`config.mk`:
```
export PLATFORM = sky130hd
export DESIGN_NAME = ddog_ctrl
export DESIGN_NICKNAME = d
export VERILOG_FILES = /design/src/sv/ddog_pkg.sv /design/src/sv/ddog_ctrl.sv
export SDC_FILE = /design/constraint.sdc
export NUM_CORES = 1
export LEC_CHECK = 0
export ABC_AREA = 0
export BUFFER_PORTS_ARGS = -buffer_cell sky130_fd_sc_hd__buf_2
export CAP_MARGIN = 20
export CORE_AREA = 4 4 41 43
export CTS_CLUSTER_DIAMETER = 120
export CTS_CLUSTER_SIZE = 25
export DETAILED_ROUTE_END_ITERATION = 10
export DIE_AREA = 0 0 45 47
export PLACE_DENSITY_LB_ADDON = 0.1
export SLEW_MARGIN = 20
export SYNTH_ARGS = -nofsm -noshare
export SYNTH_HDL_FRONTEND = slang
export SYNTH_SLANG_ARGS = --single-unit
```
`constraint.sdc`:
```
create_clock -name clk -period 4.37 [get_ports clk]
set_clock_uncertainty 0.15 [all_clocks]
set_input_delay 0.437 -clock clk [delete_from_list [all_inputs] [get_ports clk]]
set_output_delay 0.437 -clock clk [all_outputs]
set_load 0.01 [all_outputs]
```
`src/sv/ddog_pkg.sv`:
```
// Shared constants, types and tables for the odometry and go-to-goal block.
package ddog_pkg;

  localparam int CORDIC_STEPS_DEF = 16;
  localparam int POS_BITS_DEF = 24;

  localparam logic [1:0] OP_TICK = 2'd0;
  localparam logic [1:0] OP_MOVE = 2'd1;
  localparam logic [1:0] OP_STOP = 2'd2;
  localparam logic [1:0] OP_RESET_POSE = 2'd3;

  localparam logic [2:0] REG_BASE_DRIVE = 3'd0;
  localparam logic [2:0] REG_STEER_GAIN = 3'd1;
  localparam logic [2:0] REG_ARRIVE_RADIUS = 3'd2;
  localparam logic [2:0] REG_TICK_LENGTH = 3'd3;
  localparam logic [2:0] REG_TURN_PER_TICK = 3'd4;

  localparam logic signed [31:0] KGAIN_Q30 = 32'sd652032874;
  localparam logic [31:0] TWO_PI_Q29 = 32'd3373259426;

  // datapath commands from the controller
  typedef struct packed {
    logic load_item;    // latch opcode and ticks, apply tick accumulation
    logic start_move;   // prepare travel and midpoint heading
    logic sc_init;      // load sin/cos CORDIC
    logic sc_step;
    logic mul_pos;      // travel times cos/sin
    logic upd_pos;      // add position step, update heading
    logic diff_pos;     // offset to the target
    logic arrive;       // zero the drives, go idle, flag reached
    logic at_init;      // load atan2 CORDIC
    logic at_step;
    logic steer_mul;    // gain times error
    logic steer_fin;    // drives from product
    logic simple;       // non-tick opcodes and ticks while not moving
  } ddog_cmd_t;

  typedef struct packed {
    logic tick_run;     // tick arriving while moving
    logic step_last;    // last CORDIC iteration
    logic arrived;      // inside arrival radius
  } ddog_sts_t;

  function automatic logic [31:0] atan_turn(input logic [4:0] i);
    logic [31:0] r;
    begin
      case (i)
        5'd0: r = 32'h20000000;  5'd1: r = 32'h12E4051E;
        5'd2: r = 32'h09FB385B;  5'd3: r = 32'h051111D4;
        5'd4: r = 32'h028B0D43;  5'd5: r = 32'h0145D7E1;
        5'd6: r = 32'h00A2F61E;  5'd7: r = 32'h00517C55;
        5'd8: r = 32'h0028BE53;  5'd9: r = 32'h00145F2F;
        5'd10: r = 32'h000A2F98; 5'd11: r = 32'h000517CC;
        5'd12: r = 32'h00028BE6; 5'd13: r = 32'h000145F3;
        5'd14: r = 32'h0000A2FA; 5'd15: r = 32'h0000517D;
        5'd16: r = 32'h000028BE; 5'd17: r = 32'h0000145F;
        5'd18: r = 32'h00000A30; 5'd19: r = 32'h00000518;
        5'd20: r = 32'h0000028C; 5'd21: r = 32'h00000146;
        5'd22: r = 32'h000000A3; 5'd23: r = 32'h00000051;
        default: r = 32'h0;
      endcase
      return r;
    end
  endfunction

endpackage

```
`src/sv/ddog_ctrl.sv`:
```
// Controller sequencing one item through the odometry datapath.
module ddog_ctrl (
  input  logic                clk,
  input  logic                rst,
  input  logic                in_valid,
  output logic                in_stall,
  output logic                out_valid,
  input  logic                out_stall,
  input  ddog_pkg::ddog_sts_t sts,
  output ddog_pkg::ddog_cmd_t cmd
);

  localparam logic [3:0] S_IDLE = 4'd0;
  localparam logic [3:0] S_DECODE = 4'd1;
  localparam logic [3:0] S_PREP = 4'd2;
  localparam logic [3:0] S_SC = 4'd3;
  localparam logic [3:0] S_MULP = 4'd4;
  localparam logic [3:0] S_UPD = 4'd5;
  localparam logic [3:0] S_DIFF = 4'd6;
  localparam logic [3:0] S_CHECK = 4'd7;
  localparam logic [3:0] S_AT = 4'd8;
  localparam logic [3:0] S_SMUL = 4'd9;
  localparam logic [3:0] S_SFIN = 4'd10;
  localparam logic [3:0] S_OUT = 4'd11;

  logic [3:0] state, state_next;

  assign in_stall = (state != S_IDLE);
  assign out_valid = (state == S_OUT);

  always_comb begin
    cmd = '0;
    state_next = state;
    case (state)
      S_IDLE: begin
        if (in_valid) begin
          cmd.load_item = 1'b1;
          state_next = S_DECODE;
        end
      end
      S_DECODE: begin
        if (sts.tick_run) begin
          cmd.start_move = 1'b1;
          state_next = S_PREP;
        end else begin
          cmd.simple = 1'b1;
          state_next = S_OUT;
        end
      end
      S_PREP: begin
        cmd.sc_init = 1'b1;
        state_next = S_SC;
      end
      S_SC: begin
        cmd.sc_step = 1'b1;
        if (sts.step_last) state_next = S_MULP;
      end
      S_MULP: begin
        cmd.mul_pos = 1'b1;
        state_next = S_UPD;
      end
      S_UPD: begin
        cmd.upd_pos = 1'b1;
        state_next = S_DIFF;
      end
      S_DIFF: begin
        cmd.diff_pos = 1'b1;
        state_next = S_CHECK;
      end
      S_CHECK: begin
        if (sts.arrived) begin
          cmd.arrive = 1'b1;
          state_next = S_OUT;
        end else begin
          cmd.at_init = 1'b1;
          state_next = S_AT;
        end
      end
      S_AT: begin
        cmd.at_step = 1'b1;
        if (sts.step_last) state_next = S_SMUL;
      end
      S_SMUL: begin
        cmd.steer_mul = 1'b1;
        state_next = S_SFIN;
      end
      S_SFIN: begin
        cmd.steer_fin = 1'b1;
        state_next = S_OUT;
      end
      S_OUT: begin
        if (!out_stall) state_next = S_IDLE;
      end
      default: state_next = S_IDLE;
    endcase
  end

  always_ff @(posedge clk) begin
    if (rst) state <= S_IDLE;
    else state <= state_next;
  end

endmodule

```
==> key figures, run 1 <==
Run status
  • Status: finished clean

Yosys
  • Main synth FF type: dfxtp_1
  • Post-synthesis mux area share: slightly above 5%
  • Post-synthesis instance total: 60
  • Main combinational cell family by area after synthesis: simple AND/OR/NAND/NOR gates
  • Library cells used by synthesis: 28
  • Simple-gate share of the synthesized area: between 40% and 50%
  • Syn nets: 67
  • Xor-xnor portion of the synthesized cell area: 2.20%
  • Synth area leader: dfxtp_1
  • Synth Area in Adders: 0%
  • Sequential area share after synthesis: between 20 and 25%
  • Post-synth EDFFs: 0
  • Yosys top cell area share: approximately a fifth
  • Dominant cells by area after synthesis: dfxtp_1 (20%), nor2_1 (8.5%), nand2b_1 (6.3%)
  • Async S/R FF share, synth: 0%
  • Cell Area, Synth: roughly 400 um^2
  • Complex-gate fraction of the synthesized area: roughly 17%
  • Most frequent cell after synthesis: nor2_1
  • Post-synth top cells: nor2_1 (9), nand2_1 (5), a21oi_1 (4), dfxtp_1 (4), nand2b_1 (4)
  • Mean Syn Cell Area: around 6.6 um^2
  • YS warnings: 0
  • Number of register bits inferred by synthesis: 4

Floorplanning
  • Die Area: around 2100 um^2
  • Core area: roughly 1300 um^2
  • Starting density of the core: a little under a third
  • Row count: 13
  • Die Ht: between 40 and 50 um
  • I/O pin count: 22
  • Die Wd: approximately 45 um

Critical path
  • Reg2Reg Depth: 4
  • Worst Setup End Kind: output pin
  • Critical Path Slowest Stage Cell: dfxtp_1
  • Reg2Reg Capture Point: state[2]
  • Crit path kind: flop to output pin
  • Startpoint Class: flop
  • CP delay by family, top: flip-flops
  • WP buf/inv: 1
  • Worst R2R Setup Slack: 2.62 ns
  • RR Startpoint: state[3]
  • Slowest cell delay on critical path: between 0.5 and 0.6 ns
  • Worst-path cell chain: nand2b_1 -> nor4b_1 -> buf_2
  • Crit path required time: roughly 3.8 ns
  • Crit-path max FO: 16
  • Worst Path Arrival: ~1.6 ns

Placement
  • Placed cell count: 92
  • Dpl hpwl: slightly below 800 um
  • GPL Wtd Cong: between 0.7 and 0.8
  • Dpl ws: 2.50 ns
  • Port bufs: 21

Routing
  • Pre-antenna DRT Iters: 4
  • DRC: 0
  • Final ANT Viol Nets: 0
  • DRT Wirelength: 1090 um
  • Routed WL per cell: 11.4 um
  • Vias: about 490
  • Vias/cell: ~5.1
  • DR iter-0 viols: 8

Global routing
  • Pin count of the biggest net entering global routing: 19
  • Total GRT Usage: a little under an eighth
  • Antenna violations before repair: 0
  • Vias in the first global route: around 440
  • Global-route wire length before repair: 1840 um
  • GRT overflow: 0

Layout
  • Top Registers: state: 4 flops
  • Layout cell share with drive strength beyond 1: between 30% and 40%
  • Max reg flops: 4
  • Final Non-Filler Cells: 95
  • Nets: 89
  • Reg with most FFs: state
  • Area Growth Syn to Fin: 32.7%
  • ANT cells: 0
  • Number of fill cells: 151

Hold path
  • Hold Path End: state[2]
  • Hold/Removal Path Class: primary input to flop
  • Worst hold path depth: 2
  • Hold Crit Start: rst

Timing
  • Final setup viols: 0
  • Setup TNS: 0 ns
  • Setup ws final: between 2 and 2.5 ns
  • Relative slew slack: 65.2%
  • Final Hold Vio Count: 0
  • Max frequency: 467 MHz
  • RSZ-0062 raised after global routing: no
  • Min cycle time layout: roughly 2.1 ns
  • Worst-margin pin slew: between 0.5 and 0.6 ns
  • Final Cycle Share: roughly half
  • Pins Over Slew Limit: 0

Pwr
  • Power Density: ~630 nW/um^2
  • Leakage: ~0.27 nW
  • Final Power: 0.331 mW
  • VDD IR max: 0.223 mV

Clocking
  • Clock sink count: 4
  • CTS tree: yes
  • Setup bufs post-CTS: 0
  • Reg clk slew, reported paths: about 0.040 ns
  • H-Tree Depth: 1
  • Clock buffer count from CTS: 3
  • Hold_buf cts: 0
  • Clock latency on the worst-skew pair: approximately 0.23 ns
  • Buffers from clock root to sink, at most: 2
  • CTS root buf: clkbuf_4
  • # resized after CTS: 0

Flow run
  • Max Cap Viol: 0
[report_power, final]
group | internal, mW | total, mW | leakage (nW) | switching (mW)
sequential | 0.0520 | 0.110 | 0.0331 | 0.0576
combinational | 0.0857 | 0.177 | 0.220 | 0.0914
clock | 0.0306 | 0.0440 | 0.0138 | 0.0134
[layout by cell type (no fill, tap or decap), types with 3 or more instances in the layout]
master    instances
nand2b_1          4
and3_1            3
buf_2            21
clkbuf_4          3
nor2_1            9
dfxtp_1           4
nand2_1           5
nor3_1            3
a21oi_1           4
[cell families (layout without fill, tap and decap cells)]
family | after synthesis | after routing
AOI/OAI and AO/OA | 11 | 11
xor gates and xnor gates | 1 | 1
buffers and inverters | 6 | 26
DFF | 4 | 4
muxes | 2 | 2
and+or+nand+nor | 36 | 36
[through the flow]
step	hold WS, ns	utilization, %	cell area (um^2)
after floorplan	0.365	-	398
after detailed placement	0.487	38.8	505
after CTS	0.247	40.6	528
final	0.250	40.6	528
after global placement	0.486	38.8	505
after global routing	0.266	40.6	528
[metal layers]
metal / wire [um] / part of all wire, % / global-route usage [%] / vias up
met4: 0 / 0 / 3.51 / 0
met5: 0 / 0 / 0 / -
met1: 502 / 46 / 13.6 / 218
met2: 526 / 48 / 20.1 / 11
met3: 57 / 5.3 / 3.45 / 0
li1: - / - / - / 259
[worst register-to-register path, cell delays in order (launching register included)]
cell	delay, ns
dfxtp_1	0.46
or4_1	0.60
a21oi_2	0.17
a21oi_2	0.08
nor4b_1	0.15
[worst max-delay path by stage]
stage               startpoint  endpoint  slack [ns]  cells past startpoint
finish                state[0]   cmd[11]        2.23                      3
CTS                   state[0]   cmd[11]        2.25                      3
floorplan             state[3]   cmd[11]        2.75                      2
detailed placement    state[0]   cmd[11]        2.50                      3
global route          state[0]   cmd[11]        2.08                      3
global placement      state[0]   cmd[11]        2.57                      3
[cell type report]
type	instances	area, um^2	area share, %
clock buffer	3	22.5	4.27
sequential	4	80.1	15.2
inverter	2	7.51	1.42
tap	15	18.8	3.55
multi-input combinational	50	294	55.7
timing repair buffer	21	105	19.9
No activity file was read; power rests on OpenSTA's default activity.
==> run 2, diff against run 1 <==
==> constraint.sdc (replaced) <==
create_clock -name clk -period 1.7 [get_ports clk]
set_clock_uncertainty 0.15 [all_clocks]
set_input_delay 0.17 -clock clk [delete_from_list [all_inputs] [get_ports clk]]
set_output_delay 0.17 -clock clk [all_outputs]
set_load 0.01 [all_outputs]
==> run 2 against run 1 <==
  * Core utilization is 5.0 points higher
  * Via count is 8.8% higher
  * Cell count is 7.4% higher
  * Critical path type unchanged
  * Combinational power grew to 3.8 times the previous value
  * Clock-buffer cell count stayed put
  * Global-route usage is 0.39 points higher
==> key figures, run 2 (synthesis gave the netlist of run 1 again) <==
Floorplanning
  • Row count: 13
  • Die Area: between 2000 and 2500 um^2
  • Starting density of the core: 30.6%
  • Die Wd: between 40 and 50 um
  • Core area: between 1000 and 1500 um^2
  • I/O pin count: 22
  • Die Ht: approximately 47 um

Timing
  • Relative slew slack: between 80% and 90%
  • Worst-margin pin slew: between 0.2 and 0.25 ns
  • Min cycle time layout: approximately 1.6 ns
  • Final setup viols: 0
  • Final Cycle Share: between 90 and 100%
  • RSZ-0062 raised after global routing: no
  • Final Hold Vio Count: 0
  • Pins Over Slew Limit: 0
  • Setup TNS: 0 ns
  • Max frequency: 638 MHz

Pwr
  • Int Power: 0.514 mW
  • Comb power frac: a little over two thirds
  • VDD IR max: 0.572 mV
  • Clock group share of total power: approximately an eighth
  • Power Density: ~1600 nW/um^2
  • Leakage: 0.304 nW
  • Final Power: 0.964 mW
  • Sequential power share: a little under a fifth
  • Sw power: about 0.45 mW
  • Sw Share: between 40% and 50%

Global routing
  • Met1 GRT Util: ~15%
  • Pin count of the biggest net entering global routing: 17
  • Global-route wire length before repair: ~1900 um
  • Global Route met3 Usage: under 10%
  • Vias in the first global route: between 400 and 500
  • GR Util met2: 20.3%
  • Total GRT Usage: about an eighth
  • Gr busiest metal: met2
  • GRT overflow: 0
  • Antenna violations before repair: 0

Clocking
  • Clock sink count: 4
  • CTS tree: yes
  • Buffers from clock root to sink, at most: 2
  • Clock latency on the worst-skew pair: between 0.2 and 0.25 ns
  • Setup bufs post-CTS: 0
  • H-Tree Depth: 1
  • Clock buffer count from CTS: 3
  • CTS root buf: clkbuf_4
  • Reg clk slew, reported paths: 0.04 ns

Layout
  • Top Registers: state: 4 flops
  • Area Growth Syn to Fin: 49.1%
  • Most frequent cells in the layout: buf_2 (21), nor2_1 (9), buf_4 (6), nand2_1 (5), a21oi_1 (4)
  • Reg with most FFs: state
  • Layout cell share with drive strength beyond 1: between 40% and 50%
  • ANT cells: 0
  • Max reg flops: 4
  • Commonest non-fill, non-tap cell in the layout: buf_2
  • Number of fill cells: 145
  • Nets: between 90 and 100

Critical path
  • Reg2Reg Depth: 5
  • Crit path required time: about 1.4 ns
  • Worst R2R Setup Slack: about 0.20 ns
  • Worst Path Arrival: roughly 1.3 ns
  • Worst Setup End Kind: output pin
  • Reg2Reg Capture Point: state[2]
  • Critical Path Slowest Stage Cell: dfxtp_2
  • WP buf/inv: 1
  • CP delay by family, top: simple AND/OR/NAND/NOR gates
  • Worst-path cell chain: nand2b_2 -> nor4b_2 -> buf_2
  • Slowest cell delay on critical path: about 0.37 ns
  • Crit path kind: flop to output pin
  • Startpoint Class: flop
  • RR Startpoint: state[1]
  • Critical Path Stages: 3
  • Crit-path max FO: 10

Placement
  • Port bufs: 21
  • Dpl hpwl: approximately 940 um
  • GPL Wtd Cong: 0.780

Routing
  • Routed WL per cell: ~12 um
  • DRC: 0
  • Final ANT Viol Nets: 0
  • Vias/cell: ~5.2
  • Vias: 531
  • DRT Wirelength: 1200 um
  • Pre-antenna DRT Iters: 4
  • DR iter-0 viols: 18

Hold path
  • Hold Path End: state[1]
  • Worst hold path depth: 3
  • Hold Crit Start: sts[0]
  • Hold/Removal Path Class: primary input to flop

Run status
  • Status: finished clean

Flow run
  • Max Cap Viol: 0
[run 2: changes by cell type in the layout (fill, tap and decap cells not counted), sizes merged]
cell / delta
buf: +6
dlygate4sd3: +1
[run 2: how the worst max path moves through the flow]
stage | start | end | slack (ns)
floorplan | state[3] | state[2] | 0.19
global placement | state[2] | state[3] | 0.23
detailed placement | state[3] | state[2] | 0.20
CTS | state[2] | cmd[11] | 0.07
global route | state[0] | cmd[5] | 0.04
finish | state[2] | cmd[11] | 0.13
[run 2: final cells by class]
cell class                 count  area, um^2  area share (%)
multi-input combinational     50         303            51.1
timing repair buffer          28         160            27.0
sequential                     4        81.3            13.7
clock buffer                   3        22.5            3.80
tap                           15        18.8            3.16
inverter                       2        7.51            1.27
[run 2: power groups by stage]
stage,combinational (mW),clock [mW],sequential (mW)
2_1_floorplan,0.416,0,0.179
3_3_place_gp,0.655,0,0.177
3_5_place_dp,0.656,0,0.176
4_1_cts,0.663,0.122,0.179
5_1_grt,0.739,0.134,0.188
6_report,0.671,0.115,0.178
[run 2: metrics by stage]
step	cell area (um^2)	setup slack, ns	hold slack, ns	utilization, %	instances
CTS	587	0.0679	0.149	45.1	102
floorplan	398	0.192	0.0985	-	60
finish	593	0.133	0.159	45.6	102
global route	593	0.0352	0.160	45.6	102
global placement	551	0.228	0.224	42.3	98
detailed placement	551	0.200	0.232	42.3	98
[run 2: worst min-delay path: stages]
cell and delay, ns:
buf_2 0.12, a21oi_1 0.07, o22ai_1 0.13
[run 2: per-layer routing]
layer  vias to the layer above  share of wire (%)
met3                         0                8.8
li1                        265                  -
met1                       242                 44
met2                        24                 47
met5                         -                  0
met4                         0                  0
[run 2: what timing repair did]
action / in CTS / in global routing
hold endpoints to repair: 1 / 0
hold buffers: 1 / 0
resized for setup: 2 / 1
endpoints found under the setup margin: 1 / 1
